==> src/hw/rtl/lhfr_pkg.sv <==
// ----------------------------------------------------------------------------
// lhfr_pkg: shared types and constants of the link frame receiver
// Word formats, result kinds, link byte codes and register indexes.
// ----------------------------------------------------------------------------
`default_nettype none

package lhfr_pkg;

  // link byte codes
  localparam logic [7:0] ReqSingle    = 8'hA5;
  localparam logic [7:0] ReqMulti     = 8'hA6;
  localparam logic [7:0] ReplyConfirm = 8'h5A;
  localparam logic [7:0] ReplyDeny    = 8'h66;
  localparam logic [7:0] FrameStart   = 8'hC3;
  localparam logic [7:0] PingByte     = 8'h15;

  // register reset values
  localparam logic [15:0] TimeoutReset = 16'd5000;

  // input word action codes
  localparam logic ActByte = 1'b0;
  localparam logic ActTick = 1'b1;

  // configuration register indexes
  localparam int unsigned CfgIdxW = 2;
  localparam logic [CfgIdxW-1:0] CfgSendingBusy = 2'd0;
  localparam logic [CfgIdxW-1:0] CfgOverByte    = 2'd1;
  localparam logic [CfgIdxW-1:0] CfgTimeout     = 2'd2;
  localparam int unsigned CfgDataW = 16;

  // result kinds
  typedef enum logic [2:0] {
    KindSend    = 3'd0,
    KindCmd     = 3'd1,
    KindPayload = 3'd2,
    KindAccept  = 3'd3,
    KindReject  = 3'd4
  } kind_e;

  typedef struct packed {
    logic       action;
    logic [7:0] rx_byte;
  } in_t;

  typedef struct packed {
    logic [2:0] out_kind;
    logic [7:0] out_byte;
    logic       out_last;
  } out_t;

  // one queue entry: the one or two results of an input word
  typedef struct packed {
    logic two;
    out_t r0;
    out_t r1;
  } entry_t;

endpackage

`default_nettype wire

==> src/hw/rtl/lhfr_front.sv <==
// ----------------------------------------------------------------------------
// lhfr_front: input side of the link frame receiver
// Accepts words, runs the session/frame parser and pushes result entries.
// ----------------------------------------------------------------------------
`default_nettype none

module lhfr_front (
  input  wire                         clk_i,
  input  wire                         rst_ni,
  input  wire                         in_valid_i,
  output logic                        in_ready_o,
  input  wire lhfr_pkg::in_t          in_data_i,
  input  wire                         cfg_we_i,
  input  wire [lhfr_pkg::CfgIdxW-1:0] cfg_idx_i,
  input  wire [lhfr_pkg::CfgDataW-1:0] cfg_data_i,
  input  wire                         q_full_i,
  output logic                        push_o,
  output lhfr_pkg::entry_t            entry_o
);
  import lhfr_pkg::*;

  typedef enum logic [2:0] {
    PhIdle    = 3'd0,
    PhStart   = 3'd1,
    PhCmd     = 3'd2,
    PhSize    = 3'd3,
    PhPayload = 3'd4,
    PhCheck   = 3'd5
  } phase_e;

  phase_e      phase_q, phase_d;
  logic        multi_q, multi_d;
  logic [7:0]  left_q, left_d;
  logic [7:0]  check_q, check_d;
  logic [15:0] timer_q, timer_d, timer_inc;
  logic        busy_q;
  logic [7:0]  over_q;
  logic [15:0] tmo_q;

  logic        accept, take;
  logic [7:0]  b;
  logic [1:0]  cnt;
  out_t        r0, r1;

  assign in_ready_o = !q_full_i;
  assign accept     = in_valid_i && in_ready_o;

  // wait timer: saturating tick count, a timeout stands for a zero byte
  always_comb begin
    timer_inc = (timer_q != 16'hFFFF) ? timer_q + 16'd1 : timer_q;
    take      = 1'b0;
    b         = 8'h00;
    timer_d   = timer_q;
    if (in_data_i.action == ActByte) begin
      take    = 1'b1;
      b       = in_data_i.rx_byte;
      timer_d = '0;
    end else if (timer_inc >= tmo_q) begin
      take    = 1'b1;
      timer_d = '0;
    end else begin
      timer_d = timer_inc;
    end
  end

  // byte parser
  always_comb begin
    phase_d = phase_q;
    multi_d = multi_q;
    left_d  = left_q;
    check_d = check_q;
    cnt     = 2'd0;
    r0      = '{out_kind: KindSend, out_byte: 8'h00, out_last: 1'b0};
    r1      = '{out_kind: KindSend, out_byte: over_q, out_last: 1'b1};
    case (phase_q)
      PhStart: begin
        if (b == FrameStart) begin
          phase_d = PhCmd;
        end else begin
          // missing start byte: frame starts with command zero
          check_d     = FrameStart;
          cnt         = 2'd1;
          r0.out_kind = KindCmd;
          phase_d     = PhSize;
        end
      end
      PhCmd: begin
        check_d     = FrameStart ^ b;
        cnt         = 2'd1;
        r0.out_kind = KindCmd;
        r0.out_byte = b;
        phase_d     = PhSize;
      end
      PhSize: begin
        check_d = check_q ^ b;
        left_d  = b;
        phase_d = (b == 8'h00) ? PhCheck : PhPayload;
      end
      PhPayload: begin
        check_d     = check_q ^ b;
        cnt         = 2'd1;
        r0.out_kind = KindPayload;
        r0.out_byte = b;
        left_d      = left_q - 8'd1;
        if (left_q == 8'd1) begin
          phase_d = PhCheck;
        end
      end
      PhCheck: begin
        if (b == check_q) begin
          r0.out_kind = KindAccept;
          if (multi_q) begin
            cnt     = 2'd1;
            phase_d = PhStart;
          end else begin
            cnt     = 2'd2;
            phase_d = PhIdle;
          end
        end else begin
          r0.out_kind = KindReject;
          cnt         = 2'd2;
          phase_d     = PhIdle;
        end
      end
      default: begin
        phase_d = PhIdle;
        if (b == ReqSingle || b == ReqMulti) begin
          cnt = 2'd1;
          if (busy_q) begin
            r0.out_byte = ReplyDeny;
          end else begin
            r0.out_byte = ReplyConfirm;
            multi_d     = (b == ReqMulti);
            left_d      = 8'h00;
            check_d     = 8'h00;
            phase_d     = PhStart;
          end
        end else if (b == PingByte) begin
          cnt         = 2'd1;
          r0.out_byte = ReplyConfirm;
        end
      end
    endcase
    r0.out_last = (cnt == 2'd1);
  end

  assign push_o  = accept && take && (cnt != 2'd0);
  assign entry_o = '{two: (cnt == 2'd2), r0: r0, r1: r1};

  // parser state, timer and configuration registers
  always_ff @(posedge clk_i or negedge rst_ni) begin
    if (!rst_ni) begin
      phase_q <= PhIdle;
      multi_q <= 1'b0;
      left_q  <= '0;
      check_q <= '0;
      timer_q <= '0;
      busy_q  <= 1'b0;
      over_q  <= '0;
      tmo_q   <= TimeoutReset;
    end else begin
      if (accept) begin
        timer_q <= timer_d;
        if (take) begin
          phase_q <= phase_d;
          multi_q <= multi_d;
          left_q  <= left_d;
          check_q <= check_d;
        end
      end
      if (cfg_we_i) begin
        case (cfg_idx_i)
          CfgSendingBusy: busy_q <= cfg_data_i[0];
          CfgOverByte:    over_q <= cfg_data_i[7:0];
          CfgTimeout:     tmo_q  <= cfg_data_i;
          default: ;
        endcase
      end
    end
  end

endmodule

`default_nettype wire

==> src/hw/rtl/lhfr_queue.sv <==
// ----------------------------------------------------------------------------
// lhfr_queue: result entry queue of the link frame receiver
// Short FIFO between parser and output side; head is read in place.
// ----------------------------------------------------------------------------
`default_nettype none

module lhfr_queue #(
  parameter int unsigned Depth = 4
) (
  input  wire                    clk_i,
  input  wire                    rst_ni,
  input  wire                    push_i,
  input  wire lhfr_pkg::entry_t  entry_i,
  input  wire                    pop_i,
  output logic                   full_o,
  output logic                   empty_o,
  output lhfr_pkg::entry_t       head_o
);
  import lhfr_pkg::*;

  localparam int unsigned PtrW = (Depth > 1) ? $clog2(Depth) : 1;
  localparam int unsigned CntW = $clog2(Depth + 1);

  entry_t            mem_q [Depth];
  logic [PtrW-1:0]   wr_q, rd_q;
  logic [CntW-1:0]   cnt_q;

  assign full_o  = (cnt_q == CntW'(Depth));
  assign empty_o = (cnt_q == '0);
  assign head_o  = mem_q[rd_q];

  // storage
  always_ff @(posedge clk_i) begin
    if (push_i) begin
      mem_q[wr_q] <= entry_i;
    end
  end

  // pointers and fill count
  always_ff @(posedge clk_i or negedge rst_ni) begin
    if (!rst_ni) begin
      wr_q  <= '0;
      rd_q  <= '0;
      cnt_q <= '0;
    end else begin
      if (push_i) begin
        wr_q <= (wr_q == PtrW'(Depth - 1)) ? '0 : wr_q + 1'b1;
      end
      if (pop_i) begin
        rd_q <= (rd_q == PtrW'(Depth - 1)) ? '0 : rd_q + 1'b1;
      end
      if (push_i && !pop_i) begin
        cnt_q <= cnt_q + 1'b1;
      end else if (pop_i && !push_i) begin
        cnt_q <= cnt_q - 1'b1;
      end
    end
  end

  a_no_overflow: assert property (@(posedge clk_i) disable iff (!rst_ni)
    push_i |-> !full_o)
    else $error("entry pushed into full queue");

  a_no_underflow: assert property (@(posedge clk_i) disable iff (!rst_ni)
    pop_i |-> !empty_o)
    else $error("entry popped from empty queue");

  a_cnt_bound: assert property (@(posedge clk_i) disable iff (!rst_ni)
    cnt_q <= CntW'(Depth))
    else $error("queue fill count out of range");

  a_last_marked: assert property (@(posedge clk_i) disable iff (!rst_ni)
    !empty_o |-> (head_o.two ? head_o.r1.out_last : head_o.r0.out_last))
    else $error("queue head lacks last mark");

endmodule

`default_nettype wire

==> src/hw/rtl/lhfr_back.sv <==
// ----------------------------------------------------------------------------
// lhfr_back: output side of the link frame receiver
// Sends the one or two results of each queue entry as output words.
// ----------------------------------------------------------------------------
`default_nettype none

module lhfr_back (
  input  wire                    clk_i,
  input  wire                    rst_ni,
  input  wire                    empty_i,
  input  wire lhfr_pkg::entry_t  head_i,
  output logic                   pop_o,
  output logic                   out_valid_o,
  input  wire                    out_ready_i,
  output lhfr_pkg::out_t         out_data_o
);
  import lhfr_pkg::*;

  logic sub_q;
  logic fire;

  assign out_valid_o = !empty_i;
  assign out_data_o  = sub_q ? head_i.r1 : head_i.r0;
  assign fire        = out_valid_o && out_ready_i;
  assign pop_o       = fire && (sub_q || !head_i.two);

  // second-result select within the head entry
  always_ff @(posedge clk_i or negedge rst_ni) begin
    if (!rst_ni) begin
      sub_q <= 1'b0;
    end else if (fire) begin
      sub_q <= !pop_o;
    end
  end

endmodule

`default_nettype wire

==> src/hw/rtl/link_handshake_frame_receiver.sv <==
// ----------------------------------------------------------------------------
// link_handshake_frame_receiver: receive side of a serial radio link
// Parses request, ping and frame bytes and emits replies and frame data.
// ----------------------------------------------------------------------------
// Usage:
//   Input channel (in_valid_i/in_ready_o/in_data_i) takes one word per cycle,
//   a received byte or one time tick, while the queue is not full. Each word
//   gives zero, one or two result words on the output channel (out_valid_o/
//   out_ready_i/out_data_o), the final one of a word carrying out_last.
//   A result is written into the queue when its input word is accepted and
//   is shown on the output from the queue head. Throughput: one input word
//   per cycle while the queue is not full; the output side drains one result
//   a cycle while out_ready_i is high, sending a two-result word as two words.
//   A QDepth-entry queue sits between parser and output side; when the
//   receiver stalls the queue fills and in_ready_o drops only when it is full.
//   Configuration: cfg_we_i writes cfg_data_i into register cfg_idx_i
//   (0 sending busy, 1 over byte, 2 timeout ticks); write only while idle.
//   Reset: parser idle, queue empty, sending busy 0, over byte 0,
//   timeout 5000 ticks.
// ----------------------------------------------------------------------------
`default_nettype none

module link_handshake_frame_receiver #(
  parameter int unsigned QDepth = 4
) (
  input  wire                          clk_i,
  input  wire                          rst_ni,
  input  wire                          in_valid_i,
  output logic                         in_ready_o,
  input  wire lhfr_pkg::in_t           in_data_i,
  output logic                         out_valid_o,
  input  wire                          out_ready_i,
  output lhfr_pkg::out_t               out_data_o,
  input  wire                          cfg_we_i,
  input  wire [lhfr_pkg::CfgIdxW-1:0]  cfg_idx_i,
  input  wire [lhfr_pkg::CfgDataW-1:0] cfg_data_i
);
  import lhfr_pkg::*;

  logic   q_full, q_empty, push, pop;
  entry_t entry, head;

  lhfr_front u_front (
    .clk_i      (clk_i),
    .rst_ni     (rst_ni),
    .in_valid_i (in_valid_i),
    .in_ready_o (in_ready_o),
    .in_data_i  (in_data_i),
    .cfg_we_i   (cfg_we_i),
    .cfg_idx_i  (cfg_idx_i),
    .cfg_data_i (cfg_data_i),
    .q_full_i   (q_full),
    .push_o     (push),
    .entry_o    (entry)
  );

  lhfr_queue #(
    .Depth (QDepth)
  ) u_queue (
    .clk_i   (clk_i),
    .rst_ni  (rst_ni),
    .push_i  (push),
    .entry_i (entry),
    .pop_i   (pop),
    .full_o  (q_full),
    .empty_o (q_empty),
    .head_o  (head)
  );

  lhfr_back u_back (
    .clk_i       (clk_i),
    .rst_ni      (rst_ni),
    .empty_i     (q_empty),
    .head_i      (head),
    .pop_o       (pop),
    .out_valid_o (out_valid_o),
    .out_ready_i (out_ready_i),
    .out_data_o  (out_data_o)
  );

endmodule

`default_nettype wire

==> config.mk <==
export PLATFORM = sky130hd
export DESIGN_NAME = link_handshake_frame_receiver
export DESIGN_NICKNAME = d
export VERILOG_FILES = /design/src/hw/rtl/lhfr_pkg.sv /design/src/hw/rtl/lhfr_front.sv /design/src/hw/rtl/lhfr_queue.sv /design/src/hw/rtl/lhfr_back.sv /design/src/hw/rtl/link_handshake_frame_receiver.sv
export SDC_FILE = /design/constraint.sdc
export NUM_CORES = 1
export LEC_CHECK = 0
export ABC_AREA = 1
export BUFFER_PORTS_ARGS = -buffer_cell sky130_fd_sc_hd__buf_2
export CAP_MARGIN = 10
export CORE_UTILIZATION = 50
export DETAILED_ROUTE_END_ITERATION = 12
export PLACE_DENSITY = 0.69
export SETUP_SLACK_MARGIN = 0.1
export SYNTH_ARGS = -nofsm -noshare
export SYNTH_HDL_FRONTEND = slang
export SYNTH_SLANG_ARGS = --single-unit
==> constraint.sdc <==
create_clock -name clk_i -period 5 [get_ports clk_i]
set_input_delay 0.25 -clock clk_i [delete_from_list [all_inputs] [get_ports clk_i]]
set_output_delay 0.25 -clock clk_i [all_outputs]
set_load 0.02 [all_outputs]
==> out/results.txt, run 1 <==
Area Overhead vs Synth - 13.0%
Yosys warns - 0
Critical path class - reg -> reg
Number of global-route vias before repair - 5735
DR iter-0 viols - 486
Mapped Area - 0.00778 sq mm
Antenna diodes - 0
Worst vdd ir - 0.267 mV
Final WL - 16900 microns
Max H-tree Level - 4
# setup viols final - 0
Final instance area - 0.00879 sq mm
Clk pin slew, worst setup/hold paths - 0.06 ns
Syn Nets - 919
Antenna viol nets, final - 0
Global Route Usage Sum - 0.226
DIE HEIGHT - 127 microns
Fin Setup TNS - 0 ns
CTS Buf Count - 17
IO Pins - 46
Die X - 127 microns
Sequential power share - 0.379
Fin Clk Skew - 0.00897 ns
Leak Pwr - 0.00399 uW
Worst min-delay path class - in -> reg
TritonRoute pass-1 iters - 5
Post-CTS Setup Bufs - 0
Worst EP arrival - 4.38 ns
Die area - 0.0161 sq mm
Nets - 969
Sw Ratio - 0.392
Gate power share - 0.356
Clock share of power - 0.266
Pint - 2830 uW
DP Area - 0.00821 sq mm
First-pass GRT wire length - 28100 microns
Min cycle time layout - 4.08 ns
Port bufs - 45
Root Buffer - clkbuf_16
DRC viols - 0
Cell area power density - 529 mW/mm^2
Antenna violations before repair - 0
Top_reg_cell synth - edfxtp_1
Critical path endpoint category - flop
Max_cap viols - 0
Worst Tran Pin Value - 1.06 ns
Critical path data required time - 5.30 ns
Relative slew slack - 0.291
Core region area - 0.0152 sq mm
Vias - 5886
Avg Vias per Cell - 5.29
Sequential-to-total area share from yosys stat - 0.547
CP Max Fanout - 7
Final Cycle Share - 0.815
Routed WL per cell - 15.2 microns
Post-DP HPWL - 11600 microns
Grt ovf - 0
Sinks on Clock Net - 153
Initial Util - 0.512
Final hold violation count - 0
Synth cell types - 49
Run status - complete, no violations
Share of cells above drive strength 1 - 0.150
EDFF count, synth - 84
Slew Limit Fails - 0
# rows - 45
RSZ-0062 raised after global routing - no
Clk_lat worst skew - 0.43 ns
CTS tree - done
Fin Hold WS - 0.0539 ns
GPL Wtd Cong - 0.881
FMAX - 245 MHz
Gate Count Post-Synth - 861
#FFs+latches synth - 153
CP Launch Type - flop
Syn avg cell area - 9.03 sq um
Largest net degree at the start of global routing - 70
Ys async rst share - 0.451
Net Switching - 1820 uW
Max Buffers Root-to-Sink - 2
==> metrics by stage <==
stage / cells / worst slack [ns] / total power, uW / util
finish: 1112 / 0.923 / 4640 / 0.578
global route: 1112 / 0.316 / 4960 / 0.578
CTS: 1112 / 0.917 / 4670 / 0.578
detailed placement: 1079 / 0.943 / 3430 / 0.540
global placement: 1079 / 1.06 / 3400 / 0.540
floorplan: 861 / 0.941 / 2950 / -
==> routing by layer <==
| metal | share of wire | track usage |
|---|---|---|
| met2 | 0.48 | 0.378 |
| met3 | 0.040 | 0.0468 |
| met1 | 0.47 | 0.294 |
| met4 | 0.014 | 0.0749 |
| met5 | 0 | 0 |
==> timing repair <==
item	in CTS	in global routing
hold endpoints to repair	40	0
hold buffers	1	0
resized for setup	0	0
==> flip-flops by register name, summed over array words and instances (netlist names) <==
| register | flops |
|---|---|
| u_front.over_q | 8 |
| u_queue.cnt_q | 3 |
| u_queue.rd_q | 2 |
| u_front.phase_q | 3 |
| u_back.sub_q | 1 |
| u_front.timer_q | 16 |
| u_queue.mem_q | 84 |
| u_front.multi_q | 1 |
| u_queue.wr_q | 2 |
| u_front.left_q | 8 |
| u_front.busy_q | 1 |
| u_front.tmo_q | 16 |
| u_front.check_q | 8 |
==> worst max-delay path, cell delays in order, from the launching register on <==
cell and delay [ns]:
dfrtp_1 0.40, ha_1 0.18, nand2_1 0.07, nor2_1 0.22
nand3_2 0.15, nor2_4 0.17, nand2_1 0.09, xor2_1 0.14
inv_1 0.05, nor2_1 0.12, inv_1 0.06, ha_1 0.26
nand2_1 0.06, nor2_1 0.12, nor2b_1 0.22, nand3_1 0.10
nand4_1 0.18, nand2_1 0.10, inv_2 0.09, nand2_2 0.13
inv_2 0.08, ha_1 0.13, inv_1 0.06, fa_1 0.37
a21oi_1 0.14, o21ai_0 0.11, xor2_1 0.15
==> power by group through the flow <==
stage	clock network [uW]	registers (uW)	logic, uW
floorplan	0	1720	1230
global placement	0	1780	1620
detailed placement	0	1780	1650
CTS	1250	1760	1660
global route	1310	1790	1860
finish	1230	1760	1650
==> final timing paths <==
kind / startpoint / depth (start not counted) / slack [ns] / endpoint
min: cfg_data_i[12] / 3 / 0.05 / u_front.tmo_q[12]$_DFFE_PN1P_
min reg2reg: u_front.tmo_q[9]$_DFFE_PN1P_ / 2 / 0.48 / u_front.tmo_q[9]$_DFFE_PN1P_
max reg2reg: u_front.timer_q[0]$_DFFE_PN0P_ / 26 / 0.92 / u_queue.cnt_q[2]$_DFFE_PN0P_
min in group asynchronous: rst_ni / 2 / 0.50 / u_front.over_q[7]$_DFFE_PN0P_
max: u_front.timer_q[0]$_DFFE_PN0P_ / 26 / 0.92 / u_queue.cnt_q[2]$_DFFE_PN0P_
max in group asynchronous: rst_ni / 2 / 3.91 / u_front.check_q[6]$_DFFE_PN0P_
==> cell families (layout without fill, tap and decap cells) <==
kind of cell / after synthesis / after routing / synth area share
AO/OA/AOI/OAI: 157 / 157 / 0.112
XOR/XNOR: 15 / 15 / 0.0169
adder cells (fa/ha/maj): 26 / 26 / 0.0428
buffers and inverters: 129 / 192 / 0.0650
flip-flops: 153 / 153 / 0.547
AND/OR/NAND/NOR: 381 / 381 / 0.216
==> final cells by class <==
| type | instances | area [sq um] |
|---|---|---|
| Clock inverter | 15 | 140 |
| Sequential cell | 153 | 4260 |
| Clock buffer | 17 | 425 |
| Inverter | 105 | 398 |
| Fill cell | 1346 | 6420 |
| Multi-Input combinational cell | 579 | 3030 |
| Tap cell | 188 | 235 |
| Timing Repair Buffer | 55 | 305 |
==> Yosys cell counts (2+ instances only) <==
library cell | count | area (sq um)
a21oi_1 | 28 | 140
a31oi_1 | 9 | 56.3
clkbuf_1 | 22 | 82.6
dfrtp_1 | 64 | 1600
dfstp_2 | 5 | 131
edfxtp_1 | 84 | 2520
ha_1 | 25 | 313
inv_1 | 89 | 334
inv_2 | 13 | 48.8
nand2_1 | 176 | 661
nand2_2 | 6 | 37.5
nand2_4 | 6 | 67.6
nand3_1 | 42 | 210
nand4_1 | 9 | 56.3
nand4_2 | 2 | 25.0
nor2_1 | 115 | 432
nor2_2 | 6 | 37.5
nor2_4 | 2 | 22.5
nor3_1 | 8 | 40.0
o21a_1 | 3 | 22.5
o21ai_0 | 84 | 420
o21ai_1 | 3 | 15.0
o221ai_1 | 2 | 17.5
o22ai_1 | 20 | 125
xnor2_1 | 2 | 17.5
xor2_1 | 13 | 114
==> layout by cell type (no fill, tap or decap), drive strengths merged, types with 3 or more instances in the layout <==
cell / Yosys / final
a21oi: 30 / 30
a31oi: 9 / 9
buf: 2 / 54
clkbuf: 22 / 17
clkinv: 2 / 7
clkinvlp: 0 / 3
dfrtp: 64 / 64
dfstp: 5 / 5
edfxtp: 84 / 84
ha: 25 / 25
inv: 103 / 109
nand2: 188 / 188
nand3: 43 / 43
nand4: 12 / 12
nor2: 123 / 123
nor3: 10 / 10
o21a: 3 / 3
o21ai: 87 / 87
o22ai: 20 / 20
xor2: 13 / 13
Power figures use the tool's default switching activity.
==> inputs of run 2 (changes only) <==
--- a/config.mk
+++ b/config.mk
@@ -10,7 +10,7 @@
 export CAP_MARGIN = 10
 export CORE_UTILIZATION = 50
 export DETAILED_ROUTE_END_ITERATION = 12
-export PLACE_DENSITY = 0.69
+export PLACE_DENSITY = 0.71
 export SETUP_SLACK_MARGIN = 0.1
 export SYNTH_ARGS = -nofsm -noshare
 export SYNTH_HDL_FRONTEND = slang
==> constraint.sdc (replaced) <==
create_clock -name clk_i -period 3.6 [get_ports clk_i]
set_input_delay 0.18 -clock clk_i [delete_from_list [all_inputs] [get_ports clk_i]]
set_output_delay 0.18 -clock clk_i [all_outputs]
set_load 0.02 [all_outputs]
==> run 2 against run 1 <==
Against the previous run: the flow now finishes with violations (setup timing); critical path depth fell by 1; global-route usage rose by 1.2 points; count of clock-buffer cells in the layout did not move; die area did not move; register-to-register slack got worse by 0.96 ns; maximum frequency rose by 12%.
==> out/results.txt, run 2 (same netlist as run 1, synthesis figures left out) <==
Run status - finished with violations
Failing checks - setup timing
Filler Cell Count - 1252
CTS Buf Count - 17
CTS tree - done
Worst R2R End - u_queue.cnt_q[1]$_DFFE_PN0P_
Relative slew slack - 0.280
Max Buffers Root-to-Sink - 2
RR Startpoint - u_front.timer_q[1]$_DFFE_PN0P_
FMAX - 275 MHz
Largest net degree at the start of global routing - 70
Hold Path End - u_front.tmo_q[14]$_DFFE_PN0P_
DP Area - 0.00838 sq mm
Slew Limit Fails - 0
DRC viols - 0
Global Route Usage Sum - 0.238
Gate power share - 0.368
Worst EP arrival - 3.95 ns
Pint - 4120 uW
Die X - 127 microns
Core region area - 0.0152 sq mm
DIE HEIGHT - 127 microns
Max H-tree Level - 4
Final non-filler cell total - 1144
Final instance area - 0.00936 sq mm
Most common cell after layout, fill and taps aside - nand2_1
Sw Ratio - 0.393
Nets - 1001
Initial Util - 0.512
Most frequent cells in the layout - nand2_1, nor2_1, inv_1, edfxtp_1, o21ai_0
Root Buffer - clkbuf_16
IO Pins - 46
Sequential power share - 0.361
Antenna diodes - 0
Pre-CTS setup slack - 0.0136 ns
Area Overhead vs Synth - 20.4%
Avg Vias per Cell - 5.44
Vias - 6229
Clk pin slew, worst setup/hold paths - 0.06 ns
Critical path endpoint category - flop
CP Launch Type - flop
Port bufs - 45
Post-DP HPWL - 11800 microns
Final Cycle Share - 1.01
Leak Pwr - 0.00422 uW
First-pass GRT wire length - 29200 microns
Max_cap viols - 0
Final hold violation count - 0
RSZ-0062 raised after global routing - yes
Worst min-delay path class - in -> reg
Number of global-route vias before repair - 5971
# setup viols final - 1
Largest register FFs - 84
DR iter-0 viols - 527
Length in cells of the worst reg-to-reg path - 25
Share of cells above drive strength 1 - 0.208
# rows - 45
TritonRoute pass-1 iters - 5
FF+latch area - 0.00426 sq mm
Worst Hold Launch - cfg_data_i[14]
Largest regs - u_queue.mem_q x84, u_front.timer_q x16, u_front.tmo_q x16
Final WL - 18200 microns
Clock share of power - 0.271
Clk_lat worst skew - 0.43 ns
# placed instances - 1089
Sinks on Clock Net - 153
Worst Tran Pin Value - 1.08 ns
Critical path data required time - 3.91 ns
Routed WL per cell - 15.9 microns
Net Switching - 2660 uW
Grt ovf - 0
Biggest register - u_queue.mem_q
CP Max Fanout - 4
Critical path class - reg -> reg
Antenna viol nets, final - 0
Min cycle time layout - 3.63 ns
Post-layout worst setup margin - -0.0334 ns
Fin Clk Skew - 0.00735 ns
Total chip power - 6780 uW
Fin Setup TNS - -0.0334 ns
Die area - 0.0161 sq mm
Cell area power density - 724 mW/mm^2
Antenna violations before repair - 0
Area of the multi-input gates - 0.00320 sq mm
WHS Path Cells - 3
Worst vdd ir - 0.412 mV
R2R Setup Slk - -0.03 ns
GPL Wtd Cong - 0.940
-- run 2: worst max-delay path, cell delays in order (launching register included) --
cell and delay, ns:
dfrtp_1 0.37, ha_2 0.19, nand2_2 0.07, nor2_4 0.12
nand3_4 0.09, nor2_4 0.18, buf_6 0.12, nand4_1 0.12
buf_4 0.18, nand3_2 0.10, ha_4 0.21, nand2_1 0.06
inv_1 0.04, o21bai_1 0.21, nand2_1 0.13, a21oi_2 0.13
nand4_1 0.12, nand2_1 0.11, inv_2 0.07, nand2_8 0.08
inv_4 0.04, ha_4 0.15, inv_4 0.05, fa_2 0.43
nor2_2 0.11, a21oi_1 0.04
-- run 2: worst max-delay path by stage --
stage                                   start                            to  cells past startpoint
6_report       u_front.timer_q[1]$_DFFE_PN0P_  u_queue.cnt_q[1]$_DFFE_PN0P_                     25
2_1_floorplan  u_front.timer_q[0]$_DFFE_PN0P_  u_queue.cnt_q[2]$_DFFE_PN0P_                     27
5_1_grt        u_front.timer_q[1]$_DFFE_PN0P_  u_queue.cnt_q[2]$_DFFE_PN0P_                     26
4_1_cts        u_front.timer_q[1]$_DFFE_PN0P_  u_queue.cnt_q[2]$_DFFE_PN0P_                     26
3_3_place_gp   u_front.timer_q[1]$_DFFE_PN0P_  u_queue.cnt_q[2]$_DFFE_PN0P_                     26
3_5_place_dp   u_front.timer_q[0]$_DFFE_PN0P_  u_queue.cnt_q[2]$_DFFE_PN0P_                     25
-- run 2: power by group through the flow --
| stage | logic [uW] | registers [uW] | clock network, uW |
|---|---|---|---|
| global route | 2790 | 2480 | 1930 |
| floorplan | 1750 | 2390 | 0 |
| detailed placement | 2370 | 2470 | 0 |
| CTS | 2410 | 2440 | 1860 |
| finish | 2500 | 2440 | 1840 |
| global placement | 2340 | 2460 | 0 |
-- run 2: cell type report --
type                            count  share of cell area
Multi-Input combinational cell    579               0.342
Tap cell                          188              0.0251
Inverter                          105              0.0430
Timing Repair Buffer               87              0.0707
Sequential cell                   153               0.455
Clock inverter                     15              0.0190
Clock buffer                       17              0.0454
-- run 2: per-stage QoR --
stage / hold slack (ns) / util
floorplan: -0.116 / -
global placement: 0.378 / 0.551
detailed placement: 0.368 / 0.551
CTS: 0.00177 / 0.602
global route: 0.0131 / 0.616
finish: 0.0148 / 0.616
-- run 2: metal layers --
layer,GRT usage,wire length (microns),up-vias,share of wire
met5,0,0,-,0
met4,0.0868,426,0,0.023
met3,0.0493,914,38,0.050
met2,0.399,8850,210,0.49
met1,0.305,8020,2933,0.44
li1,-,-,3048,-
-- run 2: repair_timing --
item                                   4_1_cts  5_1_grt
cloned                                       0        3
endpoints found under the hold margin       69        0
setup buffers                                6        8
resized for setup                           16       20
pin swaps                                   10       11
setup endpoints to repair                    2       86
hold buffers                                 6        0
==> inputs of run 3 (changes only) <==
--- a/config.mk
+++ b/config.mk
@@ -8,9 +8,9 @@
 export ABC_AREA = 1
 export BUFFER_PORTS_ARGS = -buffer_cell sky130_fd_sc_hd__buf_2
 export CAP_MARGIN = 10
-export CORE_UTILIZATION = 50
+export CORE_UTILIZATION = 40
 export DETAILED_ROUTE_END_ITERATION = 12
-export PLACE_DENSITY = 0.71
+export PLACE_DENSITY = 0.59
 export SETUP_SLACK_MARGIN = 0.1
 export SYNTH_ARGS = -nofsm -noshare
 export SYNTH_HDL_FRONTEND = slang
==> run 3 against run 2 <==
Against the previous run: the run now ends clean; clock skew is 0.0047 ns higher; wire length is 1.9% higher; count of clock-buffer cells in the layout is 1 higher; largest power group unchanged; critical path depth is 1 higher; via count is 2.8% lower; sequential cell count stayed put; first-iteration DRC count is 29% lower; cell area is 1.4% higher; largest cell class unchanged; highest routed layer unchanged.
==> out/results.txt, run 3 (same netlist as run 1, synthesis figures left out) <==
Length in cells of the worst reg-to-reg path - 26
GPL Wtd Cong - 0.870
FMAX - 278 MHz
Largest net degree at the start of global routing - 70
Cell area power density - 707 mW/mm^2
# setup viols final - 0
CP Launch Type - flop
Run status - complete, no violations
Critical path class - reg -> reg
Max Buffers Root-to-Sink - 2
Min cycle time layout - 3.59 ns
Global Route Usage Sum - 0.195
Worst min-delay path class - in -> reg
Relative slew slack - 0.299
Slowest CP cell - fa_2
# rows - 50
Die area - 0.0200 sq mm
RSZ-0062 raised after global routing - yes
Total chip power - 6720 uW
Slew Limit Fails - 0
R2R Setup Slk - 0.009 ns
Die X - 141 microns
Filler Cell Count - 1767
Worst EP arrival - 3.91 ns
Final hold violation count - 0
Nets - 1004
Worst Hold Launch - cfg_data_i[7]
Most frequent cell on the critical path - nor2_4
Fin Setup TNS - 0 ns
Core region area - 0.0189 sq mm
TritonRoute pass-1 iters - 5
Final WL - 18600 microns
CTS Buf Count - 17
Clk pin slew, worst setup/hold paths - 0.07 ns
Antenna viol nets, final - 0
Share of cells above drive strength 1 - 0.206
Hold Path End - u_front.tmo_q[7]$_DFFE_PN1P_
Max H-tree Level - 4
DRC viols - 0
Most common cell after layout, fill and taps aside - nand2_1
WHS Path Cells - 3
IO Pins - 46
Biggest register - u_queue.mem_q
Worst R2R End - u_queue.cnt_q[2]$_DFFE_PN0P_
Area Overhead vs Synth - 22.1%
Post-DP HPWL - 12400 microns
Avg Vias per Cell - 4.97
Port bufs - 45
DIE HEIGHT - 141 microns
CP Max Fanout - 5
CP top delay family - simple AND/OR/NAND/NOR gates
Sinks on Clock Net - 153
Final Cycle Share - 0.998
CTS tree - done
Fin Clk Skew - 0.0121 ns
Worst vdd ir - 0.412 mV
Grt ovf - 0
Leak Pwr - 0.00423 uW
Largest regs - u_queue.mem_q x84, u_front.timer_q x16, u_front.tmo_q x16
Most frequent cells in the layout - nand2_1, nor2_1, inv_1, edfxtp_1, o21ai_0
Antenna violations before repair - 0
Critical path data required time - 3.92 ns
Vias - 6054
Worst path bufs/invs - 5
Number of global-route vias before repair - 5723
Largest register FFs - 84
First-pass GRT wire length - 29500 microns
DR iter-0 viols - 374
Max_cap viols - 0
RR Startpoint - u_front.timer_q[0]$_DFFE_PN0P_
Antenna diodes - 0
Initial Util - 0.412
Fin util - 0.503
Root Buffer - clkbuf_16
Worst Tran Pin Value - 1.05 ns
Worst path max stage delay - 0.37 ns
Critical path endpoint category - flop
Routed WL per cell - 15.2 microns
Final non-filler cell total - 1219
Clk_lat worst skew - 0.43 ns
# placed instances - 1165
## run 3: cell types whose count changed in the layout (fill, tap and decap cells not counted), sizes merged
| cell | previous run | this run |
|---|---|---|
| dlygate4sd3 | 6 | 9 |
| clkbuf | 19 | 21 |
| buf | 79 | 78 |
| bufinv | 2 | 1 |
| clkinv | 4 | 3 |
| inv | 112 | 113 |
## run 3: power by group
group | switching (uW) | internal [uW]
registers | 220 | 2210
logic | 1660 | 869
clock network | 781 | 983
total | 2660 | 4060
## run 3: repair_timing
action,CTS,global route
hold buffers,9,0
cloned,0,5
gates resized for setup,8,32
hold endpoints to repair,72,0
endpoints found under the setup margin,2,101
pin swaps,6,16
setup buffers,3,7
## run 3: per-layer routing
| metal | share of wire | GRT usage | vias up |
|---|---|---|---|
| met5 | 0 | 0 | - |
| met4 | 0.0098 | 0.0589 | 0 |
| met3 | 0.033 | 0.0364 | 15 |
| met2 | 0.49 | 0.326 | 116 |
| met1 | 0.47 | 0.257 | 2881 |
| li1 | - | - | 3042 |
## run 3: area by class of cell
type | instances | area (sq um) | area share
repair buffers | 90 | 702 | 0.0739
flip-flops and latches | 153 | 4260 | 0.448
multi-input cells | 579 | 3230 | 0.340
inverters | 105 | 403 | 0.0424
clock buffers | 18 | 429 | 0.0452
well taps | 260 | 325 | 0.0343
clock inverters | 14 | 151 | 0.0159
## run 3: tightest hold or removal path: stages
cell	delay [ns]
buf_2	0.10
inv_1	0.07
o21ai_0	0.09
## run 3: worst max path at each step
stage | from | endpoint | depth (start not counted)
after floorplan | u_front.timer_q[0]$_DFFE_PN0P_ | u_queue.cnt_q[2]$_DFFE_PN0P_ | 27
after global placement | u_front.timer_q[0]$_DFFE_PN0P_ | u_queue.cnt_q[2]$_DFFE_PN0P_ | 26
after detailed placement | u_front.timer_q[0]$_DFFE_PN0P_ | u_queue.cnt_q[2]$_DFFE_PN0P_ | 26
after CTS | u_front.timer_q[0]$_DFFE_PN0P_ | u_queue.cnt_q[1]$_DFFE_PN0P_ | 24
after global routing | u_front.timer_q[0]$_DFFE_PN0P_ | u_queue.cnt_q[2]$_DFFE_PN0P_ | 24
final | u_front.timer_q[0]$_DFFE_PN0P_ | u_queue.cnt_q[2]$_DFFE_PN0P_ | 26
## run 3: per-stage QoR
step | hold WS, ns | setup slack, ns | area, sq um
after floorplan | -0.116 | 0.000508 | 7840
after global placement | 0.396 | 0.0980 | 8500
after detailed placement | 0.398 | -0.00272 | 8500
after CTS | 0.0197 | 0.106 | 9230
after global routing | 0.0219 | -0.261 | 9500
final | 0.0258 | 0.00884 | 9500
